--- src/design/i2cbl_pkg.sv ---
// i2cbl_pkg: shared types and constants for the i2c bit-level master
// used by i2cbl_front, i2cbl_engine, i2c_bit_level_master and i2cbl_checker
`timescale 1ns / 1ps

package i2cbl_pkg;

    localparam int BITS_PER_BYTE = 8;
    localparam int PHASE_W       = $clog2(3 * BITS_PER_BYTE);

    localparam logic [PHASE_W-1:0] WR_LAST_PH = PHASE_W'(3 * BITS_PER_BYTE - 1);
    localparam logic [PHASE_W-1:0] RD_LAST_PH = PHASE_W'(2 * BITS_PER_BYTE);
    localparam logic [1:0]         SUB_LAST   = 2'd2;

    // input kind codes
    localparam logic [2:0] KIND_TICK  = 3'd0;
    localparam logic [2:0] KIND_START = 3'd1;
    localparam logic [2:0] KIND_STOP  = 3'd2;
    localparam logic [2:0] KIND_WRITE = 3'd3;
    localparam logic [2:0] KIND_READ  = 3'd4;
    localparam logic [2:0] KIND_SACK  = 3'd5;
    localparam logic [2:0] KIND_RACK  = 3'd6;

    typedef enum logic [2:0] {
        CMD_NONE  = 3'd0,
        CMD_START = 3'd1,
        CMD_STOP  = 3'd2,
        CMD_WRITE = 3'd3,
        CMD_READ  = 3'd4,
        CMD_SACK  = 3'd5,
        CMD_RACK  = 3'd6
    } cmd_t;

    typedef struct packed {
        logic [2:0] kind;
        logic [7:0] write_data;
        logic       ack_level;
        logic       sda_sample;
    } in_word_t;

    typedef struct packed {
        logic       scl_level;
        logic       sda_level;
        logic       busy_res;
        logic       done_res;
        logic [7:0] read_byte;
        logic       ack_seen;
    } out_word_t;

    // classified word handed from front to engine
    typedef struct packed {
        cmd_t       cmd;
        logic [7:0] write_data;
        logic       ack_level;
        logic       sda_sample;
    } entry_t;

endpackage

--- src/design/i2cbl_front.sv ---
// i2cbl_front: accepts input words, decodes the command kind and queues them
// depends on i2cbl_pkg
`timescale 1ns / 1ps

module i2cbl_front #(
    parameter int DEPTH = 2
) (
    input  logic               clk,
    input  logic               rst_n,
    input  logic               cmd_valid,
    output logic               cmd_ready,
    input  i2cbl_pkg::in_word_t cmd_word,
    output logic               q_valid,
    input  logic               q_ready,
    output i2cbl_pkg::entry_t  q_entry
);
    import i2cbl_pkg::*;

    localparam int PTR_W = (DEPTH > 1) ? $clog2(DEPTH) : 1;
    localparam int CNT_W = $clog2(DEPTH + 1);
    localparam logic [PTR_W-1:0] PTR_LAST = PTR_W'(DEPTH - 1);
    localparam logic [CNT_W-1:0] CNT_FULL = CNT_W'(DEPTH);

    entry_t           mem_reg [DEPTH];
    logic [PTR_W-1:0] wptr_reg, wptr_next;
    logic [PTR_W-1:0] rptr_reg, rptr_next;
    logic [CNT_W-1:0] count_reg, count_next;
    entry_t           decoded;
    logic             push;
    logic             pop;

    always_comb
    begin
        decoded.write_data = cmd_word.write_data;
        decoded.ack_level  = cmd_word.ack_level;
        decoded.sda_sample = cmd_word.sda_sample;
        unique case (cmd_word.kind)
            KIND_START: decoded.cmd = CMD_START;
            KIND_STOP:  decoded.cmd = CMD_STOP;
            KIND_WRITE: decoded.cmd = CMD_WRITE;
            KIND_READ:  decoded.cmd = CMD_READ;
            KIND_SACK:  decoded.cmd = CMD_SACK;
            KIND_RACK:  decoded.cmd = CMD_RACK;
            default:    decoded.cmd = CMD_NONE;
        endcase
    end

    assign cmd_ready = (count_reg != CNT_FULL);
    assign q_valid   = (count_reg != '0);
    assign q_entry   = mem_reg[rptr_reg];
    assign push      = cmd_valid && cmd_ready;
    assign pop       = q_valid && q_ready;

    always_comb
    begin
        wptr_next  = wptr_reg;
        rptr_next  = rptr_reg;
        count_next = count_reg;
        if (push)
        begin
            wptr_next = (wptr_reg == PTR_LAST) ? '0 : wptr_reg + 1'b1;
        end
        if (pop)
        begin
            rptr_next = (rptr_reg == PTR_LAST) ? '0 : rptr_reg + 1'b1;
        end
        if (push && !pop)
        begin
            count_next = count_reg + 1'b1;
        end
        else if (pop && !push)
        begin
            count_next = count_reg - 1'b1;
        end
    end

    always_ff @(posedge clk or negedge rst_n)
    begin
        if (!rst_n)
        begin
            wptr_reg  <= '0;
            rptr_reg  <= '0;
            count_reg <= '0;
        end
        else
        begin
            wptr_reg  <= wptr_next;
            rptr_reg  <= rptr_next;
            count_reg <= count_next;
        end
    end

    always_ff @(posedge clk)
    begin
        if (push)
        begin
            mem_reg[wptr_reg] <= decoded;
        end
    end

endmodule

--- src/design/i2cbl_engine.sv ---
// i2cbl_engine: pin sequencer, at most one scl or sda write per word, with result register
// depends on i2cbl_pkg
`timescale 1ns / 1ps

module i2cbl_engine (
    input  logic                 clk,
    input  logic                 rst_n,
    input  logic                 q_valid,
    output logic                 q_ready,
    input  i2cbl_pkg::entry_t    q_entry,
    output logic                 res_valid,
    input  logic                 res_ready,
    output i2cbl_pkg::out_word_t res_word
);
    import i2cbl_pkg::*;

    cmd_t               active_reg, active_next;
    logic [PHASE_W-1:0] phase_reg, phase_next;
    logic [1:0]         sub_reg, sub_next;
    logic [7:0]         shift_reg, shift_next;
    logic               held_ack_reg, held_ack_next;
    logic               last_ack_reg, last_ack_next;
    logic [7:0]         read_res_reg, read_res_next;
    logic               scl_reg, scl_next;
    logic               sda_reg, sda_next;
    logic               res_valid_reg, res_valid_next;
    out_word_t          res_word_reg, res_word_next;

    logic               take;
    logic               launch;
    cmd_t               cur_cmd;
    logic [PHASE_W-1:0] cur_ph;
    logic [1:0]         cur_sub;
    logic               busy;
    logic               fin;

    assign q_ready   = !res_valid_reg || res_ready;
    assign take      = q_valid && q_ready;
    assign res_valid = res_valid_reg;
    assign res_word  = res_word_reg;

    always_comb
    begin
        launch  = (active_reg == CMD_NONE) && (q_entry.cmd != CMD_NONE);
        cur_cmd = launch ? q_entry.cmd : active_reg;
        cur_ph  = launch ? '0 : phase_reg;
        cur_sub = launch ? '0 : sub_reg;
        busy    = 1'b0;
        fin     = 1'b0;

        active_next    = active_reg;
        phase_next     = phase_reg;
        sub_next       = sub_reg;
        shift_next     = shift_reg;
        held_ack_next  = held_ack_reg;
        last_ack_next  = last_ack_reg;
        read_res_next  = read_res_reg;
        scl_next       = scl_reg;
        sda_next       = sda_reg;
        res_valid_next = res_valid_reg && !res_ready;
        res_word_next  = res_word_reg;

        if (take)
        begin
            if (launch && q_entry.cmd == CMD_WRITE)
            begin
                shift_next = q_entry.write_data;
            end
            else if (launch && q_entry.cmd == CMD_READ)
            begin
                shift_next = '0;
            end
            if (launch && q_entry.cmd == CMD_SACK)
            begin
                held_ack_next = q_entry.ack_level;
            end

            busy = (cur_cmd != CMD_NONE);
            unique case (cur_cmd)
                CMD_START:
                begin
                    unique case (cur_ph)
                        PHASE_W'(0): sda_next = 1'b1;
                        PHASE_W'(1): scl_next = 1'b1;
                        PHASE_W'(2): sda_next = 1'b0;
                        default:
                        begin
                            scl_next = 1'b0;
                            fin      = 1'b1;
                        end
                    endcase
                end
                CMD_STOP:
                begin
                    unique case (cur_ph)
                        PHASE_W'(0): sda_next = 1'b0;
                        PHASE_W'(1): scl_next = 1'b1;
                        default:
                        begin
                            sda_next = 1'b1;
                            fin      = 1'b1;
                        end
                    endcase
                end
                CMD_WRITE:
                begin
                    unique case (cur_sub)
                        2'd0: sda_next = shift_next[7];
                        2'd1: scl_next = 1'b1;
                        default:
                        begin
                            scl_next   = 1'b0;
                            shift_next = {shift_next[6:0], 1'b0};
                            fin        = (cur_ph == WR_LAST_PH);
                        end
                    endcase
                end
                CMD_READ:
                begin
                    if (cur_ph == '0)
                    begin
                        sda_next = 1'b1;
                    end
                    else if (cur_ph[0])
                    begin
                        scl_next = 1'b1;
                    end
                    else
                    begin
                        shift_next = {shift_next[6:0], q_entry.sda_sample};
                        scl_next   = 1'b0;
                        if (cur_ph == RD_LAST_PH)
                        begin
                            read_res_next = shift_next;
                            fin           = 1'b1;
                        end
                    end
                end
                CMD_SACK:
                begin
                    unique case (cur_ph)
                        PHASE_W'(0): sda_next = held_ack_next;
                        PHASE_W'(1): scl_next = 1'b1;
                        default:
                        begin
                            scl_next = 1'b0;
                            fin      = 1'b1;
                        end
                    endcase
                end
                CMD_RACK:
                begin
                    unique case (cur_ph)
                        PHASE_W'(0): sda_next = 1'b1;
                        PHASE_W'(1): scl_next = 1'b1;
                        PHASE_W'(2): last_ack_next = q_entry.sda_sample;
                        default:
                        begin
                            scl_next = 1'b0;
                            fin      = 1'b1;
                        end
                    endcase
                end
                default:
                begin
                end
            endcase

            if (busy)
            begin
                if (fin)
                begin
                    active_next = CMD_NONE;
                    phase_next  = '0;
                    sub_next    = '0;
                end
                else
                begin
                    active_next = cur_cmd;
                    phase_next  = cur_ph + 1'b1;
                    sub_next    = (cur_sub == SUB_LAST) ? '0 : cur_sub + 1'b1;
                end
            end

            res_valid_next          = 1'b1;
            res_word_next.scl_level = scl_next;
            res_word_next.sda_level = sda_next;
            res_word_next.busy_res  = busy;
            res_word_next.done_res  = fin;
            res_word_next.read_byte = read_res_next;
            res_word_next.ack_seen  = last_ack_next;
        end
    end

    always_ff @(posedge clk or negedge rst_n)
    begin
        if (!rst_n)
        begin
            active_reg    <= CMD_NONE;
            phase_reg     <= '0;
            sub_reg       <= '0;
            shift_reg     <= '0;
            held_ack_reg  <= 1'b0;
            last_ack_reg  <= 1'b1;
            read_res_reg  <= '0;
            scl_reg       <= 1'b1;
            sda_reg       <= 1'b1;
            res_valid_reg <= 1'b0;
        end
        else
        begin
            active_reg    <= active_next;
            phase_reg     <= phase_next;
            sub_reg       <= sub_next;
            shift_reg     <= shift_next;
            held_ack_reg  <= held_ack_next;
            last_ack_reg  <= last_ack_next;
            read_res_reg  <= read_res_next;
            scl_reg       <= scl_next;
            sda_reg       <= sda_next;
            res_valid_reg <= res_valid_next;
        end
    end

    always_ff @(posedge clk)
    begin
        res_word_reg <= res_word_next;
    end

endmodule

--- src/design/i2c_bit_level_master.sv ---
// i2c_bit_level_master: top level, front queue feeding the pin sequencer
// depends on i2cbl_pkg, i2cbl_front, i2cbl_engine
//
// usage
//   cmd channel: one word per bus interval, with the sampled sda level and an
//   optional command (start, stop, write byte, read byte, send ack, read ack)
//   that is taken only when no command is running; otherwise it is ignored
//   res channel: one word per cmd word, in order, with the scl and sda pin
//   levels for that interval (1 = released), busy, done, last read byte and
//   last ack sample
//   order: an accepted word is written into the front queue, the sequencer
//   takes it from there when its result register is free and loads that
//   register, which offers the result until res_ready takes it
//   throughput: one word per cycle while res_ready stays high; the sequencer
//   advances one pin phase per word
//   reset: pins released, no command running, ack_seen 1, read_byte 0,
//   queue empty
//   stall: a held result stops the sequencer, the front queue of QUEUE_DEPTH
//   words keeps taking words until full, then cmd_ready drops
`timescale 1ns / 1ps

module i2c_bit_level_master #(
    parameter int QUEUE_DEPTH = 2
) (
    input  logic                 clk,
    input  logic                 rst_n,
    input  logic                 cmd_valid,
    output logic                 cmd_ready,
    input  i2cbl_pkg::in_word_t  cmd_word,
    output logic                 res_valid,
    input  logic                 res_ready,
    output i2cbl_pkg::out_word_t res_word
);
    import i2cbl_pkg::*;

    logic   q_valid;
    logic   q_ready;
    entry_t q_entry;

    i2cbl_front #(
        .DEPTH (QUEUE_DEPTH)
    ) u_front (
        .clk       (clk),
        .rst_n     (rst_n),
        .cmd_valid (cmd_valid),
        .cmd_ready (cmd_ready),
        .cmd_word  (cmd_word),
        .q_valid   (q_valid),
        .q_ready   (q_ready),
        .q_entry   (q_entry)
    );

    i2cbl_engine u_engine (
        .clk       (clk),
        .rst_n     (rst_n),
        .q_valid   (q_valid),
        .q_ready   (q_ready),
        .q_entry   (q_entry),
        .res_valid (res_valid),
        .res_ready (res_ready),
        .res_word  (res_word)
    );

endmodule

--- config.mk ---
export PLATFORM = sky130hd
export DESIGN_NAME = i2c_bit_level_master
export DESIGN_NICKNAME = d
export VERILOG_FILES = /design/src/design/i2cbl_pkg.sv /design/src/design/i2cbl_front.sv /design/src/design/i2cbl_engine.sv /design/src/design/i2c_bit_level_master.sv
export SDC_FILE = /design/constraint.sdc
export NUM_CORES = 1
export LEC_CHECK = 0
export ABC_AREA = 0
export ABC_CLOCK_PERIOD_IN_PS = 5180
export BUFFER_PORTS_ARGS = -buffer_cell sky130_fd_sc_hd__buf_2
export CAP_MARGIN = 20
export CORE_ASPECT_RATIO = 0.8
export CORE_MARGIN = 3
export CORE_UTILIZATION = 60
export DETAILED_ROUTE_END_ITERATION = 10
export GPL_ROUTABILITY_DRIVEN = 0
export PLACE_DENSITY = 0.87
export SYNTH_ARGS = -nofsm -noshare
export SYNTH_HDL_FRONTEND = slang
export SYNTH_SLANG_ARGS = --single-unit
--- constraint.sdc ---
create_clock -name clk -period 5.18 [get_ports clk]
set_input_delay 0.518 -clock clk [delete_from_list [all_inputs] [get_ports clk]]
set_output_delay 0.518 -clock clk [all_outputs]
set_load 0.05 [all_outputs]
# After elaboration in Yosys (flattened, before gate mapping)

Memory sizes are Yosys's and may differ from the RTL's.
Index checks and enable logic that the tools add are counted.

Register bits after elaboration: 48
Latch bits: 0
Bits in writable memories: 26
Memory bits (read-only): 0
Word-level logic and storage cells: 126
Memories kept: 1

Memory list:

| memory          | words | bits a word | read ports | clocked after memory_dff | write ports | line              | text |
|---|---|---|---|---|---|---|---|
| u_front.mem_reg | 2     | 13          | 1          | 0                        | 1           | i2cbl_front.sv:24 | `entry_t mem_reg [DEPTH];` |

Add/sub/neg operators: 6
Multiply operators: 0
Divide/modulo/power cells: 0
Order comparisons: 0
Eq/ne operators: 22
Shift operators: 0
Multiplexer cells: 49
Bitwise operators: 0
Reduce and logical (&&, ||, !) cells: 29

Operator list:

| cell                                                                   | number |
|---|---|
| 8-bit 2-to-1 mux                                                       | 9 |
| 3-bit equality test (second input constant)                            | 8 |
| 1-bit 2-to-1 mux                                                       | 21 |
| 3-bit case mux with 6 select lines                                     | 1 |
| 8-bit case mux with 2 select lines                                     | 1 |
| 3-bit by 2-bit equality test with 1-bit output (second input constant) | 5 |
| 2-bit OR reduction                                                     | 6 |
| 5-bit equality test (second input constant)                            | 2 |
| 2-bit 2-to-1 mux                                                       | 5 |
| 5-bit 2-to-1 mux                                                       | 2 |
| 1-bit case mux with 2 select lines                                     | 5 |
| 1-bit case mux with 5 select lines                                     | 2 |
| 1-bit logical AND                                                      | 9 |
| 3-bit by 1-bit equality test with 1-bit output (second input constant) | 2 |
| 3-bit 2-to-1 mux                                                       | 2 |
| 3-bit nonzero test                                                     | 2 |
| 5-bit by 1-bit adder with 5-bit output (second input constant)         | 1 |
| 5-bit by 1-bit equality test with 1-bit output (second input constant) | 1 |
| 5-bit by 2-bit equality test with 1-bit output (second input constant) | 1 |
| 5-bit zero test                                                        | 1 |
| 2-bit by 1-bit adder with 2-bit output (second input constant)         | 2 |
| 1-bit zero test                                                        | 4 |
| 1-bit case mux with 4 select lines                                     | 1 |
| 2-bit nonzero test                                                     | 2 |
| 10 further kinds                                                       | 11 |

# Longest topological paths before layout

An unclocked memory read counts as a cell.

Word-level depth: 11
Mapped depth: 14
Depth with buffers taken out: 11

# By module

Synthesis repeated with hierarchy kept, for this count alone.

Cell total of the unflattened synthesis: 332
Area total of the unflattened synthesis: 3731.1 µm²

By module, submodules not included:

| module       | times used | cells each | area an instance (µm²) | sequential area each (µm²) |
|---|---|---|---|---|
| i2cbl_engine | 1          | 271        | 2563.7                 | 1169.9 |
| i2cbl_front  | 1          | 61         | 1167.4                 | 880.8 |

# Worst setup path after synthesis

No wires, ideal clock.

Path kind: flip-flop to flip-flop
Start point: reg u_engine.active_reg[1]
End point: reg u_engine.sub_reg[1]
Setup time: 0.092 ns
Arrival: 2.956 ns
Slack: 2.132 ns
Stages on the path, launching flop included: 15
Period minus slack after synthesis: 3.048 ns
Cells stage by stage: dfrtp_1 buf_6 or3_1 buf_2 or3_1 buf_6 and2_1 inv_1 ha_1 o21ba_2 o32a_1 o31ai_1 o2111ai_4 or2_1 o31ai_2

Word-level cells in the longest chain between the ends: 10
Elaborated cells on any way between the ends: 37
Classes of those cells: add/sub (1); eq/ne (12); mux (13); reduce/logical (11)

RTL lines:

| item                               | line                | text |
|---|---|---|
| start, declared                    | i2cbl_engine.sv:17  | `cmd_t active_reg, active_next;` |
| start signal, assigned             | i2cbl_engine.sv:212 | `active_reg <= active_next;` |
| 3-bit zero test                    | i2cbl_engine.sv:44  | `launch = (active_reg == CMD_NONE) && (q_entry.cmd != CMD_NONE);` |
| 1-bit logical AND                  | i2cbl_engine.sv:44  |  |
| 5-bit 2-to-1 mux                   | i2cbl_engine.sv:46  | `cur_ph = launch ? '0 : phase_reg;` |
| 5-bit equality test                | i2cbl_engine.sv:132 | `if (cur_ph == RD_LAST_PH)` |
| 1-bit 2-to-1 mux                   | i2cbl_engine.sv:132 |  |
| 1-bit 2-to-1 mux                   | i2cbl_engine.sv:124 | `else if (cur_ph[0])` |
| 1-bit 2-to-1 mux                   | i2cbl_engine.sv:120 | `if (cur_ph == '0)` |
| 1-bit case mux with 4 select lines | i2cbl_engine.sv:79  | `unique case (cur_cmd)` |
| 1-bit 2-to-1 mux                   | i2cbl_engine.sv:63  | `if (take)` |
| 2-bit 2-to-1 mux                   | i2cbl_engine.sv:171 | `if (fin)` |
| end signal, assigned               | i2cbl_engine.sv:214 | `sub_reg <= sub_next;` |
| end, declared                      | i2cbl_engine.sv:19  | `logic [1:0] sub_reg, sub_next;` |

Parallel ways exist; a longest one is shown, timed or not. The select of a mux whose other input is x is not followed.
A chain may end at the register's enable or synchronous reset.

# Worst setup path in the final report

Start point: reg u_front.rptr_reg
End point: reg u_engine.sub_reg[1]

Word-level cells in the longest chain between the ends: 11
Elaborated cells on any way between the ends: 38
Classes of those cells: add/sub (1); eq/ne (12); mux (13); reduce/logical (11); memory (1)

RTL lines:

| item                               | line                | text |
|---|---|---|
| start, declared                    | i2cbl_front.sv:26   | `logic [PTR_W-1:0] rptr_reg, rptr_next;` |
| start signal, assigned             | i2cbl_front.sv:88   | `rptr_reg <= rptr_next;` |
| memory 2 x 13 bit (*)              | n/a                 |  |
| 3-bit nonzero test                 | i2cbl_engine.sv:44  |  |
| 1-bit logical AND                  | i2cbl_engine.sv:44  |  |
| 5-bit 2-to-1 mux                   | i2cbl_engine.sv:46  |  |
| 5-bit equality test                | i2cbl_engine.sv:132 |  |
| 1-bit 2-to-1 mux                   | i2cbl_engine.sv:132 |  |
| 1-bit 2-to-1 mux                   | i2cbl_engine.sv:124 |  |
| 1-bit 2-to-1 mux                   | i2cbl_engine.sv:120 |  |
| 1-bit case mux with 4 select lines | i2cbl_engine.sv:79  |  |
| 1-bit 2-to-1 mux                   | i2cbl_engine.sv:63  |  |
| 2-bit 2-to-1 mux                   | i2cbl_engine.sv:171 |  |

Every way passes the cells marked *; elsewhere a longest branch is shown, timed or not. The select of a mux whose other input is x is not followed.

==> results.tsv <==
stage	metric	value	unit
global_routing	initial antenna violation count	0	
synth	most common cell in the netlist	edfxtp_1	
critical_path	CP Launch Type	register	
placed_design	Place WS	1480	ps
timing	final setup fails	0	
power_and_ir_drop	part of the power in registers	37.5	%
clocking	# H-tree levels	3	
synth	Mapped Avg Cell Area	11.8	µm²
synth	FF+latch count, synth	74	
critical_path	CP cell instances	nor4b_1 > or3_1 > nand2_1 > inv_1 > ha_1 > o21ba_2 > o32a_1 > o31ai_1 > o2111ai_4 > or2_1 > o31ai_2	
floorplanning	# rows	25	
clocking	Worst-Skew Late Latency	350	ps
critical_path	Critical Path RT	5450	ps
synth	ys flop type	edfxtp_1	
clocking	clk buf depth	2	
outcome	status	finished clean	
critical_path	flop2flop setup slack	1410	ps
clocking	CTS Hold Bufs	0	
synth	area share of the largest cell type after synthesis	31.3	%
floorplanning	area of the die	7240	µm²
global_routing	GRT Total Usage	23.1	%
clocking	PostCTS Resize Cnt	0	
synth	Synth Instances	317	
final_layout	Area Overhead vs Synth	10.3	%
clocking	register clock-pin slew on the reported worst setup and hold paths	80	ps
clocking	CTS buffer count	9	
synth	Post-Syn Area	3750	µm²
synth	Area contributors post-synth	edfxtp_1, dfrtp_1, mux2_2	
power_and_ir_drop	part of the power in combinational logic	46.7	%
synth	Post-synth EDFFs	39	
global_routing	grt ovf	0	
final_layout	share of layout cells above drive strength 1	22.6	%
critical_path	slowest stage delay, CP	960	ps
global_routing	vias in the first global route	2654	
timing	fin crit share	72.8	%
critical_path	Crit. End Element	register	
critical_path	WS Path Type	reg -> reg	
drt	post-route ant nets	0	
synth	post-synthesis net count	337	
timing	Worst Tran Pin Value	963	ps
timing	Final Critical Period	3770	ps
timing	Final WS setup	1410	ps
hold_path	type of the tightest min-delay check	in -> async	
synth	area leader, netlist	edfxtp_1	
flow_run	max-cap violations	0	
timing	max-slew violation count	0	
timing	Fin Setup TNS	0	ps
placed_design	dpl hpwl	5.21	mm
drt	routed via count	2699	
critical_path	WP buf/inv	1	
timing	Final Hold Fails	0	
placed_design	PortBufs	31	
power_and_ir_drop	Worst IR Drop VDD	0.348	mV
critical_path	CP Max Fanout	23	
global_routing	first-pass GRT wire length	12.7	mm
drt	WL/cell	17.9	µm
floorplanning	initial core utilization	62.7	%
timing	Slew HR	35.5	%
synth	Post-synth ARST share	47.3	%
final_layout	max reg flops	26	
power_and_ir_drop	Power Internal	1.55	mW
clocking	CTS tree	done	
final_layout	fin util	69.2	%
drt	vias per std cell	6.28	
timing	final setup skew	10.1	ps
clocking	CTS Root Cell	clkbuf_8	
power_and_ir_drop	Tot Pwr	2.77	mW
synth	count of cell types in the netlist	58	
synth	synth warn	0	
critical_path	critical path depth	11	
final_layout	nets@finish	364	
power_and_ir_drop	clock power share	15.8	%
critical_path	critical path arrival	4040	ps
power_and_ir_drop	Leak Pwr	1.72	nW
power_and_ir_drop	PwrDens	671	nW/µm²
drt	Routed WL	7.69	mm
timing	maximum clock frequency	265	MHz
drt	drt first pass iters	6	
final_layout	diodes inserted	0	
power_and_ir_drop	P_sw	1.22	mW
clocking	post-CTS setup buffers	0	
floorplanning	core area	5970	µm²
synth	sequential cell area fraction in the yosys report	54.7	%
critical_path	Crit-path slowest cell	dfrtp_1	
clocking	# clock sinks	74	
critical_path	CP delay by family, top	simple AND/OR/NAND/NOR gates	
timing	RSZ-0062 raised after global routing	false	
drt	drt initial violations	238	
drt	DRC violations left	0	
synth	Commonest cells post-synth	edfxtp_1, dfrtp_1, nand2_1	
floorplanning	Die Span X	94.4	µm
power_and_ir_drop	switch share	44.1	%
critical_path	Reg2Reg Depth	11	
global_routing	pin count of the biggest net entering global routing	36	
floorplanning	Ports	32	
floorplanning	Die Height	76.7	µm
[power groups by stage]
stage / Combinational (mW) / Clock [mW] / Sequential (mW)
2_1_floorplan: 0.939 / 0 / 1.11
3_3_place_gp: 1.24 / 0 / 1.03
3_5_place_dp: 1.27 / 0 / 1.05
4_1_cts: 1.28 / 0.443 / 1.04
5_1_grt: 1.41 / 0.474 / 1.07
6_report: 1.30 / 0.437 / 1.04
[path summary, 6_finish.rpt]
path / endpoint / from
hold / removal: u_engine.active_reg[1]$_DFFE_PN0P_ / rst_n
hold reg to reg: u_engine.shift_reg[3]$_DFFE_PN0P_ / u_engine.shift_reg[3]$_DFFE_PN0P_
max in group asynchronous: u_engine.read_res_reg[5]$_DFFE_PN0P_ / rst_n
setup reg to reg: u_engine.sub_reg[1]$_DFFE_PN0P_ / u_front.rptr_reg$_DFFE_PN0P_
min in group clk: u_front.mem_reg[0][8]$_DFFE_PP_ / cmd_word[8]
setup / recovery: u_engine.sub_reg[1]$_DFFE_PN0P_ / u_front.rptr_reg$_DFFE_PN0P_
[cells by family (layout without fill, tap and decap cells)]
logic type	count (synthesis)	in the layout	share of synthesized area (%)
flip-flops	74	74	54.7
AND/OR/NAND/NOR	100	100	14.1
adder cells (fa/ha/maj)	3	3	1.00
multiplexers	38	38	10.9
AO/OA/AOI/OAI	74	74	15.3
XOR/XNOR	5	5	1.17
buffers and inverters	23	55	2.84
[routing by layer]
metal	routed length, µm	track usage, %	vias up
met1	3280	30.3	1306
met5	0	0	-
li1	-	-	1258
met3	583	8.14	15
met2	3700	36.2	120
met4	131	7.22	0
[through the flow]
step | hold WS [ps] | cells | instance area, µm²
after floorplan | 222 | 317 | 3750
after global placement | 454 | 413 | 3930
after detailed placement | 482 | 413 | 3930
after CTS | 289 | 429 | 4120
after global routing | 311 | 430 | 4130
final | 278 | 430 | 4130
[layout make-up]
class / instances / area [µm²]
Clock buffer: 9 / 124
Clock inverter: 7 / 68.8
Fill cell: 435 / 1840
Multi-Input combinational cell: 220 / 1590
Tap cell: 81 / 101
Timing Repair Buffer: 33 / 174
Sequential cell: 74 / 2050
Inverter: 6 / 22.5
[cells in the final DEF (no fill, tap or decap), types with 8 or more instances in the layout]
cell,Yosys,layout
edfxtp_1,39,39
buf_2,4,31
clkbuf_8,0,9
nand2_1,30,30
nor2_1,19,19
nor3_1,8,8
dfrtp_1,32,32
a21oi_1,12,12
mux2i_1,17,17
o21ai_1,9,9
mux2_2,21,21
No activity file was read; power rests on OpenSTA's default activity.
